<file path="src/rtl/rrdg_pkg.sv">
// ============================================================================
// rrdg_pkg
// Shared types, constants and helpers for the ranged random dice generator.
// ============================================================================
package rrdg_pkg;

    // Generator and arithmetic widths
    localparam int unsigned STATE_W = 32;
    localparam int unsigned SPAN_W  = 17;   // spans reach 65536
    localparam int unsigned REM_W   = 16;   // remainder stays below the span
    localparam int unsigned VALUE_W = 25;
    localparam int unsigned COUNT_W = 8;
    localparam int unsigned SIDES_W = 16;
    localparam int unsigned RANGE_W = 16;
    localparam int unsigned MED_W   = 15;
    localparam int unsigned STEP_W  = $clog2(STATE_W);

    // Input and output bus widths
    localparam int unsigned S_DATA_BITS = COUNT_W + SIDES_W + 2 * RANGE_W + MED_W;
    localparam int unsigned S_DATA_W    = ((S_DATA_BITS + 7) / 8) * 8;
    localparam int unsigned M_DATA_W    = ((VALUE_W + 7) / 8) * 8;

    // Reset seed and default die limit
    localparam logic [STATE_W-1:0] SEED_RESET   = 32'hDEAD_BEEF;
    localparam int unsigned        MAX_DICE_DEF = 255;

    // Three-draw mean: floor(x/3) = (x * ceil(2^19/3)) >> 19 for x < 2^18
    localparam int unsigned AVG_W      = 18;
    localparam int unsigned AVG_SHIFT  = 19;
    localparam logic [AVG_W-1:0] RECIP3 = 18'd174763;
    localparam int unsigned PROD_W     = 2 * AVG_W;

    // Operation codes carried in s_tuser
    typedef enum logic [1:0] {
        FUNC_SUM    = 2'd0,
        FUNC_RANGED = 2'd1,
        FUNC_AVG    = 2'd2,
        FUNC_COIN   = 2'd3
    } func_t;

    // Controller states
    typedef enum logic [2:0] {
        ST_IDLE,
        ST_CHECK,
        ST_DRAW,
        ST_DIV,
        ST_ACCUM,
        ST_AVG,
        ST_FINISH
    } state_t;

    // Controller to datapath commands
    typedef struct packed {
        logic item_load;   // latch request fields, clear accumulator
        logic draw_start;  // step generator, load divider
        logic div_step;    // one remainder bit
        logic acc_add;     // add finished draw to accumulator
        logic avg_mul;     // reciprocal multiply for the three-draw mean
        logic out_load;    // capture result
    } cmd_t;

    // Datapath to controller status
    typedef struct packed {
        func_t              func;
        logic [COUNT_W-1:0] count;
        logic               range_bad;
    } status_t;

    // One xorshift step: 13 left, 17 right, 5 left
    function automatic logic [STATE_W-1:0] xorshift(input logic [STATE_W-1:0] s);
        logic [STATE_W-1:0] t;
        t = s ^ (s << 13);
        t = t ^ (t >> 17);
        t = t ^ (t << 5);
        return t;
    endfunction

endpackage

</file>
<file path="src/rtl/ranged_random_dice_generator_top.sv">
// ============================================================================
// ranged_random_dice_generator_top
// Bounded random integers from a 32-bit xorshift generator.
// ============================================================================
//
//  Channel  Dir  Carries
//  s_       in   request: tuser = func, tdata = dice, sides, range, median
//  m_       out  result: tdata = value, tuser = range_error
//  cfg_     in   seed write, reloads the generator state
//
//  Each draw is one generator step and a bit-serial remainder over the 32
//  state bits, then an accumulate; the three-draw mean adds a reciprocal
//  multiply. A coin bit skips the remainder, and a reversed range skips
//  the generator.
//  Synchronous active-low reset loads the state with 0xDEADBEEF.
//  The result register frees the core once loaded; a stalled m_ side holds
//  the next result in its final state until the register drains.
//
module ranged_random_dice_generator_top
    import rrdg_pkg::*;
#(
    parameter int unsigned MAX_DICE = MAX_DICE_DEF
)
(
    input  logic                  aclk,
    input  logic                  aresetn,
    // request
    input  logic                  s_tvalid,
    output logic                  s_tready,
    input  logic [S_DATA_W-1:0]   s_tdata,   // die_count, die_sides, range_low,
                                             // range_high, median, zero fill
    input  logic [1:0]            s_tuser,   // func
    // result
    output logic                  m_tvalid,
    input  logic                  m_tready,
    output logic [M_DATA_W-1:0]   m_tdata,   // value, zero fill
    output logic                  m_tuser,   // range_error
    // seed
    input  logic                  cfg_valid,
    output logic                  cfg_ready,
    input  logic [STATE_W-1:0]    cfg_data
);

    localparam int unsigned SidesLo = COUNT_W;
    localparam int unsigned LowLo   = SidesLo + SIDES_W;
    localparam int unsigned HighLo  = LowLo + RANGE_W;
    localparam int unsigned MedLo   = HighLo + RANGE_W;

    cmd_t               cmd;
    status_t            status;
    logic [VALUE_W-1:0] value;

    assign cfg_ready = 1'b1;

    rrdg_ctrl #(
        .MAX_DICE (MAX_DICE)
    ) u_ctrl (
        .aclk     (aclk),
        .aresetn  (aresetn),
        .s_tvalid (s_tvalid),
        .s_tready (s_tready),
        .m_tvalid (m_tvalid),
        .m_tready (m_tready),
        .status   (status),
        .cmd      (cmd)
    );

    rrdg_datapath u_datapath (
        .aclk      (aclk),
        .aresetn   (aresetn),
        .seed_wr   (cfg_valid),
        .seed_data (cfg_data),
        .in_func   (func_t'(s_tuser)),
        .in_count  (s_tdata[COUNT_W-1:0]),
        .in_sides  (s_tdata[SidesLo +: SIDES_W]),
        .in_low    (s_tdata[LowLo +: RANGE_W]),
        .in_high   (s_tdata[HighLo +: RANGE_W]),
        .in_median (s_tdata[MedLo +: MED_W]),
        .cmd       (cmd),
        .status    (status),
        .out_value (value),
        .out_error (m_tuser)
    );

    assign m_tdata = M_DATA_W'(value);

endmodule

</file>
<file path="src/rtl/rrdg_datapath.sv">
// ============================================================================
// rrdg_datapath
// Generator state, request fields, bit-serial remainder unit, accumulator
// and result register.
// ============================================================================
module rrdg_datapath
    import rrdg_pkg::*;
(
    input  logic                 aclk,
    input  logic                 aresetn,
    // seed writes
    input  logic                 seed_wr,
    input  logic [STATE_W-1:0]   seed_data,
    // request fields
    input  func_t                in_func,
    input  logic [COUNT_W-1:0]   in_count,
    input  logic [SIDES_W-1:0]   in_sides,
    input  logic [RANGE_W-1:0]   in_low,
    input  logic [RANGE_W-1:0]   in_high,
    input  logic [MED_W-1:0]     in_median,
    // control
    input  cmd_t                 cmd,
    output status_t              status,
    // result
    output logic [VALUE_W-1:0]   out_value,
    output logic                 out_error
);

    logic [STATE_W-1:0] state_reg;
    func_t              func_reg;
    logic [COUNT_W-1:0] count_reg;
    logic [SIDES_W-1:0] sides_reg;
    logic [RANGE_W-1:0] low_reg;
    logic [RANGE_W-1:0] high_reg;
    logic [MED_W-1:0]   median_reg;
    logic [STATE_W-1:0] dvd_reg;
    logic [REM_W-1:0]   rem_reg;
    logic [SPAN_W-1:0]  div_reg;
    logic [VALUE_W-1:0] acc_reg;
    logic [PROD_W-1:0]  prod_reg;
    logic [VALUE_W-1:0] value_reg;
    logic               error_reg;

    logic [STATE_W-1:0] adv;
    logic               range_bad;
    logic [SPAN_W-1:0]  span;
    logic [SPAN_W-1:0]  diff;
    logic [SPAN_W-1:0]  twice_med;
    logic [SPAN_W-1:0]  trial;
    logic               fits;
    logic [REM_W-1:0]   rem_next;
    logic [VALUE_W-1:0] acc_next;
    logic [VALUE_W-1:0] low_ext;
    logic [VALUE_W-1:0] value_next;

    assign adv       = xorshift(state_reg);
    assign range_bad = $signed(high_reg) < $signed(low_reg);
    assign low_ext   = VALUE_W'($signed(low_reg));

    // Draw span per operation, zero spans act as one
    assign diff      = SPAN_W'($signed(high_reg)) - SPAN_W'($signed(low_reg));
    assign twice_med = {1'b0, median_reg, 1'b0};

    always_comb begin
        unique case (func_reg)
            FUNC_SUM:    span = (sides_reg == '0) ? SPAN_W'(1) : SPAN_W'(sides_reg);
            FUNC_RANGED: span = diff + SPAN_W'(1);
            FUNC_AVG:    span = (median_reg == '0) ? SPAN_W'(1) : twice_med;
            default:     span = SPAN_W'(2);
        endcase
    end

    // Restoring remainder step
    assign trial    = {rem_reg, dvd_reg[STATE_W-1]};
    assign fits     = trial >= div_reg;
    assign rem_next = fits ? REM_W'(trial - div_reg) : REM_W'(trial);

    // Dice modes count faces from one
    always_comb begin
        if (func_reg == FUNC_SUM || func_reg == FUNC_AVG) begin
            acc_next = acc_reg + VALUE_W'(rem_reg) + VALUE_W'(1);
        end else begin
            acc_next = acc_reg + VALUE_W'(rem_reg);
        end
    end

    // Result select
    always_comb begin
        unique case (func_reg)
            FUNC_SUM:    value_next = acc_reg;
            FUNC_RANGED: value_next = range_bad ? low_ext : acc_reg + low_ext;
            FUNC_AVG:    value_next = VALUE_W'(prod_reg[PROD_W-1:AVG_SHIFT]);
            default:     value_next = acc_reg;
        endcase
    end

    // Generator state: seed write wins
    always_ff @(posedge aclk) begin
        if (!aresetn) begin
            state_reg <= SEED_RESET;
        end else if (seed_wr) begin
            state_reg <= seed_data;
        end else if (cmd.draw_start) begin
            state_reg <= adv;
        end
    end

    // Request fields
    always_ff @(posedge aclk) begin
        if (cmd.item_load) begin
            func_reg   <= in_func;
            count_reg  <= in_count;
            sides_reg  <= in_sides;
            low_reg    <= in_low;
            high_reg   <= in_high;
            median_reg <= in_median;
        end
    end

    // Remainder unit; a coin bit is the low state bit, no remainder steps
    always_ff @(posedge aclk) begin
        if (cmd.draw_start) begin
            dvd_reg <= adv;
            rem_reg <= (func_reg == FUNC_COIN) ? REM_W'(adv[0]) : '0;
            div_reg <= span;
        end else if (cmd.div_step) begin
            dvd_reg <= {dvd_reg[STATE_W-2:0], 1'b0};
            rem_reg <= rem_next;
        end
    end

    // Accumulator and mean multiply
    always_ff @(posedge aclk) begin
        if (cmd.item_load) begin
            acc_reg <= '0;
        end else if (cmd.acc_add) begin
            acc_reg <= acc_next;
        end
        if (cmd.avg_mul) begin
            prod_reg <= acc_reg[AVG_W-1:0] * RECIP3;
        end
    end

    // Result register
    always_ff @(posedge aclk) begin
        if (cmd.out_load) begin
            value_reg <= value_next;
            error_reg <= (func_reg == FUNC_RANGED) && range_bad;
        end
    end

    assign status.func      = func_reg;
    assign status.count     = count_reg;
    assign status.range_bad = range_bad;
    assign out_value        = value_reg;
    assign out_error        = error_reg;

endmodule

</file>
<file path="src/rtl/rrdg_ctrl.sv">
// ============================================================================
// rrdg_ctrl
// Sequencer: draw count, remainder bit count, handshakes.
// ============================================================================
module rrdg_ctrl
    import rrdg_pkg::*;
#(
    parameter int unsigned MAX_DICE = MAX_DICE_DEF
)
(
    input  logic     aclk,
    input  logic     aresetn,
    input  logic     s_tvalid,
    output logic     s_tready,
    output logic     m_tvalid,
    input  logic     m_tready,
    input  status_t  status,
    output cmd_t     cmd
);

    localparam logic [15:0] MaxDice = 16'(MAX_DICE);

    state_t             state_reg, state_next;
    logic [STEP_W-1:0]  step_reg, step_next;
    logic [COUNT_W-1:0] left_reg, left_next;
    logic               m_tvalid_reg, m_tvalid_next;

    logic [COUNT_W-1:0] count_eff;
    logic [COUNT_W-1:0] count_clamp;
    logic               out_free;

    // Die count: zero acts as one, then limited to MAX_DICE
    assign count_eff   = (status.count == '0) ? COUNT_W'(1) : status.count;
    assign count_clamp = (16'(count_eff) > MaxDice) ? COUNT_W'(MaxDice) : count_eff;
    assign out_free    = !m_tvalid_reg || m_tready;

    always_ff @(posedge aclk) begin
        if (!aresetn) begin
            state_reg    <= ST_IDLE;
            step_reg     <= '0;
            left_reg     <= '0;
            m_tvalid_reg <= 1'b0;
        end else begin
            state_reg    <= state_next;
            step_reg     <= step_next;
            left_reg     <= left_next;
            m_tvalid_reg <= m_tvalid_next;
        end
    end

    always_comb begin
        state_next    = state_reg;
        step_next     = step_reg;
        left_next     = left_reg;
        m_tvalid_next = m_tvalid_reg && !m_tready;
        cmd           = '0;
        s_tready      = 1'b0;

        unique case (state_reg)
            ST_IDLE: begin
                s_tready = 1'b1;
                if (s_tvalid) begin
                    cmd.item_load = 1'b1;
                    state_next    = ST_CHECK;
                end
            end
            ST_CHECK: begin
                // reversed range skips the generator
                if (status.func == FUNC_RANGED && status.range_bad) begin
                    state_next = ST_FINISH;
                end else begin
                    unique case (status.func)
                        FUNC_SUM: left_next = count_clamp;
                        FUNC_AVG: left_next = COUNT_W'(3);
                        default:  left_next = COUNT_W'(1);
                    endcase
                    state_next = ST_DRAW;
                end
            end
            ST_DRAW: begin
                cmd.draw_start = 1'b1;
                step_next      = '0;
                // coin bit needs no remainder
                if (status.func == FUNC_COIN) begin
                    state_next = ST_ACCUM;
                end else begin
                    state_next = ST_DIV;
                end
            end
            ST_DIV: begin
                cmd.div_step = 1'b1;
                step_next    = step_reg + STEP_W'(1);
                if (step_reg == STEP_W'(STATE_W - 1)) begin
                    state_next = ST_ACCUM;
                end
            end
            ST_ACCUM: begin
                cmd.acc_add = 1'b1;
                left_next   = left_reg - COUNT_W'(1);
                if (left_reg != COUNT_W'(1)) begin
                    state_next = ST_DRAW;
                end else if (status.func == FUNC_AVG) begin
                    state_next = ST_AVG;
                end else begin
                    state_next = ST_FINISH;
                end
            end
            ST_AVG: begin
                cmd.avg_mul = 1'b1;
                state_next  = ST_FINISH;
            end
            ST_FINISH: begin
                // wait for the result register to drain
                if (out_free) begin
                    cmd.out_load  = 1'b1;
                    m_tvalid_next = 1'b1;
                    state_next    = ST_IDLE;
                end
            end
            default: begin
                state_next = ST_IDLE;
            end
        endcase
    end

    assign m_tvalid = m_tvalid_reg;

endmodule
</file>
<file path="config.mk">
export PLATFORM = sky130hd
export DESIGN_NAME = ranged_random_dice_generator_top
export DESIGN_NICKNAME = d
export VERILOG_FILES = /design/src/rtl/rrdg_pkg.sv /design/src/rtl/ranged_random_dice_generator_top.sv /design/src/rtl/rrdg_datapath.sv /design/src/rtl/rrdg_ctrl.sv
export SDC_FILE = /design/constraint.sdc
export NUM_CORES = 1
export LEC_CHECK = 0
export ABC_AREA = 0
export BUFFER_PORTS_ARGS = -buffer_cell sky130_fd_sc_hd__buf_2
export CAP_MARGIN = 20
export CORE_AREA = 4 4 201 203
export DETAILED_ROUTE_END_ITERATION = 10
export DIE_AREA = 0 0 205 207
export GPL_TIMING_DRIVEN = 0
export MAX_ROUTING_LAYER = met4
export PLACE_DENSITY_LB_ADDON = 0.08
export SYNTH_ARGS = -nofsm -noshare
export SYNTH_HDL_FRONTEND = slang
export SYNTH_SLANG_ARGS = --single-unit
</file>
<file path="constraint.sdc">
create_clock -name aclk -period 5.6 [get_ports aclk]
set_input_delay 0.84 -clock aclk [delete_from_list [all_inputs] [get_ports aclk]]
set_output_delay 0.84 -clock aclk [all_outputs]
set_load 0.05 [all_outputs]
</file>
==> results.sh <==
export IMPL_outcome="finished with violations"
export IMPL_violations="setup timing"
export IMPL_clock_path_buffers=3
export IMPL_ios=147
export IMPL_nNetsFinal=2924
export IMPL_layout_setup_ws_ns=-0.1148
export IMPL_tightest_slew_ns=0.9428
export IMPL_hp_class="in -> reg"
export IMPL_clockRootBuffer="clkbuf_16"
export IMPL_critPathArrivalTime_ns=6.05
export IMPL_async_flop_share_pct=0
export IMPL_cts_htree_levels=1
export IMPL_die_x_um=205
export IMPL_drt_total_wl_mm=58.99
export IMPL_slew_limit_headroom_pct=35.52
export IMPL_setup_viol=5
export IMPL_final_util_pct=63.94
export IMPL_post_synth_cell_area_avg_sq_um=9.668
export IMPL_area_growth_pct=14.66
export IMPL_dp_hpwl_mm=45.54
export IMPL_fin_worst_skew_ns=0.01313
export IMPL_antenna_found_initial=0
export IMPL_die_y_um=207
export IMPL_grt_pass1_vias=17300
export IMPL_antennaDiodeCount=0
export IMPL_synth_ff_type="edfxtp_1"
export IMPL_cts_clk_slew_worst_paths_ns=0.06
export IMPL_wire_per_inst_um=19.81
export IMPL_drt_antenna_violating_nets=0
export IMPL_clk_latency_ns=0.58
export IMPL_ys_warn_count=0
export IMPL_ir_drop_v=0.0002956
export IMPL_grt_ovfl_total=0
export IMPL_vias=17050
export IMPL_routed_via_density=5.728
export IMPL_hold_slack_ns=0.4357
export IMPL_grt_first_pass_wirelength_mm=93.41
export IMPL_power_leakage_nw=11.12
export IMPL_synth_seq_area_share_pct=32.24
export IMPL_initial_core_util_pct=55.77
export IMPL_fillers=3216
export IMPL_core_sq_um=38470
export IMPL_cts_buffers=29
export IMPL_synth_distinct_cells=81
export IMPL_die_area_sq_um=42440
export IMPL_syn_inst=2219
export IMPL_p_per_area_nw_per_um2=300.4
export IMPL_synth_edf_count=181
export IMPL_rsz0062_at_grt="true"
export IMPL_period_needed_ns=5.715
export IMPL_fin_tns_setup_ns=-0.3073
export IMPL_cp_required_ns=5.93
export IMPL_gp_congestion=0.9452
export IMPL_cap_viol_max_count=0
export IMPL_fp_row_count=72
export IMPL_path_max_fanout=4
export IMPL_hold_viol=0
export IMPL_timing_final_crit_share_pct=102.1
export IMPL_cts_tree="done"
export IMPL_numClockSinks=255
export IMPL_ys_seq_elements=255
export IMPL_gr_usage_all_layers_pct=28.46
export IMPL_start_kind="register"
export IMPL_preCtsSetupSlack_ns=-0.9937
export IMPL_drv_slew=0
export IMPL_first_pass_iters=6
export IMPL_timing_fmax_mhz=175.0
export IMPL_endpoint_kind="register"
export IMPL_drive_above_1_share_pct=13.09
export IMPL_port_buffers=135
export IMPL_syn_cell_area_sq_um=21450
export IMPL_drc=0
export IMPL_drt_iter0_drc=1271
export IMPL_grt_max_degree=45
export IMPL_critPathKind="reg -> reg"
-- cell usage after synthesis, types with 18 or more instances --
cell / n / share of area (%)
dfxtp_1: 74 / 6.9
nor3_1: 35 / 0.82
a21oi_1: 93 / 2.2
a211oi_1: 21 / 0.73
xnor2_1: 122 / 5.0
nor2b_1: 24 / 0.70
nand3_1: 31 / 0.72
nor2_1: 152 / 2.7
mux2i_1: 25 / 1.2
edfxtp_1: 181 / 25
o21ai_0: 93 / 2.2
fa_1: 119 / 11
o21a_1: 25 / 0.87
nand2b_1: 18 / 0.52
ha_1: 258 / 15
inv_1: 326 / 5.7
o211ai_1: 30 / 1.0
xor2_1: 54 / 2.2
a21o_1: 31 / 1.1
a22oi_1: 19 / 0.66
clkbuf_1: 57 / 1.0
nand2_1: 161 / 2.8
-- final timing paths --
kind	start	endpoint	slack, ns	cells past startpoint
setup / recovery	u_datapath.acc_reg[3]	u_datapath.prod_reg[35]	-0.11	20
hold reg to reg	u_ctrl.step_reg[4]	u_ctrl.step_reg[4]	0.48	2
setup reg to reg	u_datapath.acc_reg[3]	u_datapath.prod_reg[35]	-0.11	20
hold / removal	s_tdata[29]	u_datapath.low_reg[5]	0.44	1
-- cell type report --
type,instances,area (sq um),share of cell area [%]
multi-input cells,1567,13340,54.24
flip-flops and latches,255,6977,28.36
inverters,328,1231,5.005
repair buffers,180,1077,4.380
clock buffers,33,740.7,3.011
well taps,518,648.1,2.635
plain buffers,75,332.8,1.353
clock inverters,21,249.0,1.012
-- what timing repair did --
action                                  in CTS  in global routing
endpoints found under the setup margin      17                  9
hold buffers                                 0                  0
cloned                                       0                  0
buffers inserted                            35                  5
gates resized for setup                     48                 16
pin swaps                                   28                 19
-- layer usage --
layer | wire length (um) | track usage (%)
met1 | 25030 | 37.12
met2 | 28090 | 46.49
met3 | 3448 | 3.253
met4 | 2415 | 9.563
met5 | 0 | -
-- report_power, final --
group	internal [mW]	total, mW	switching [mW]	leakage (nW)
logic	1.17	2.94	1.77	8.34
clock network	1.18	1.98	0.793	0.474
registers	2.30	2.48	0.172	2.31
-- logic make-up (layout without fill, tap and decap cells) --
family | after synthesis | after routing | share of synthesized area [%]
buf+inv | 403 | 637 | 7.273
fa+ha+maj | 377 | 377 | 26.15
compound gates | 450 | 450 | 14.04
mux | 29 | 29 | 1.376
other cells | 2 | 8 | 0.03501
xor+xnor | 176 | 176 | 7.185
flops | 255 | 255 | 32.24
simple gates | 527 | 527 | 11.70
-- metrics by stage --
step	cell area (sq um)	cells	total power, mW
finish	24600	2977	7.390
global route	24600	2977	7.882
CTS	24490	2973	7.396
detailed placement	23020	2884	5.324
global placement	22900	2878	5.262
floorplan	21580	2225	4.546
-- layout by cell type (no fill, tap or decap), types with 13 or more instances in the layout --
cell / instances
a211oi_1: 20
a21boi_0: 13
a21o_1: 31
a21oi_1: 89
a22oi_1: 19
a31oi_1: 14
and2_1: 13
and3_1: 13
buf_2: 137
buf_4: 47
clkbuf_1: 60
clkbuf_16: 29
dfxtp_1: 56
dfxtp_4: 15
edfxtp_1: 181
fa_1: 116
ha_1: 243
ha_4: 13
inv_1: 322
mux2i_1: 25
nand2_1: 160
nand2b_1: 18
nand3_1: 31
nand4_1: 16
nor2_1: 149
nor2b_1: 24
nor3_1: 35
nor4_1: 15
o211ai_1: 30
o21a_1: 25
o21ai_0: 91
xnor2_1: 121
xor2_1: 52
-- worst max-delay path: stages, from the launching register on --
cell and delay, ns:
dfxtp_4 0.42, ha_4 0.23, fa_1 0.56, inv_1 0.07, fa_1 0.50, inv_1 0.05
fa_1 0.53, inv_1 0.05, fa_2 0.53, fa_1 0.40, inv_1 0.11, ha_4 0.22
a21o_1 0.18, a21o_1 0.19, a221o_1 0.40, o2111ai_4 0.24, a21oi_4 0.10, o41ai_4 0.27
o21ba_4 0.20, o21bai_1 0.07, xnor2_1 0.14
(Power assumes the default switching activity.)
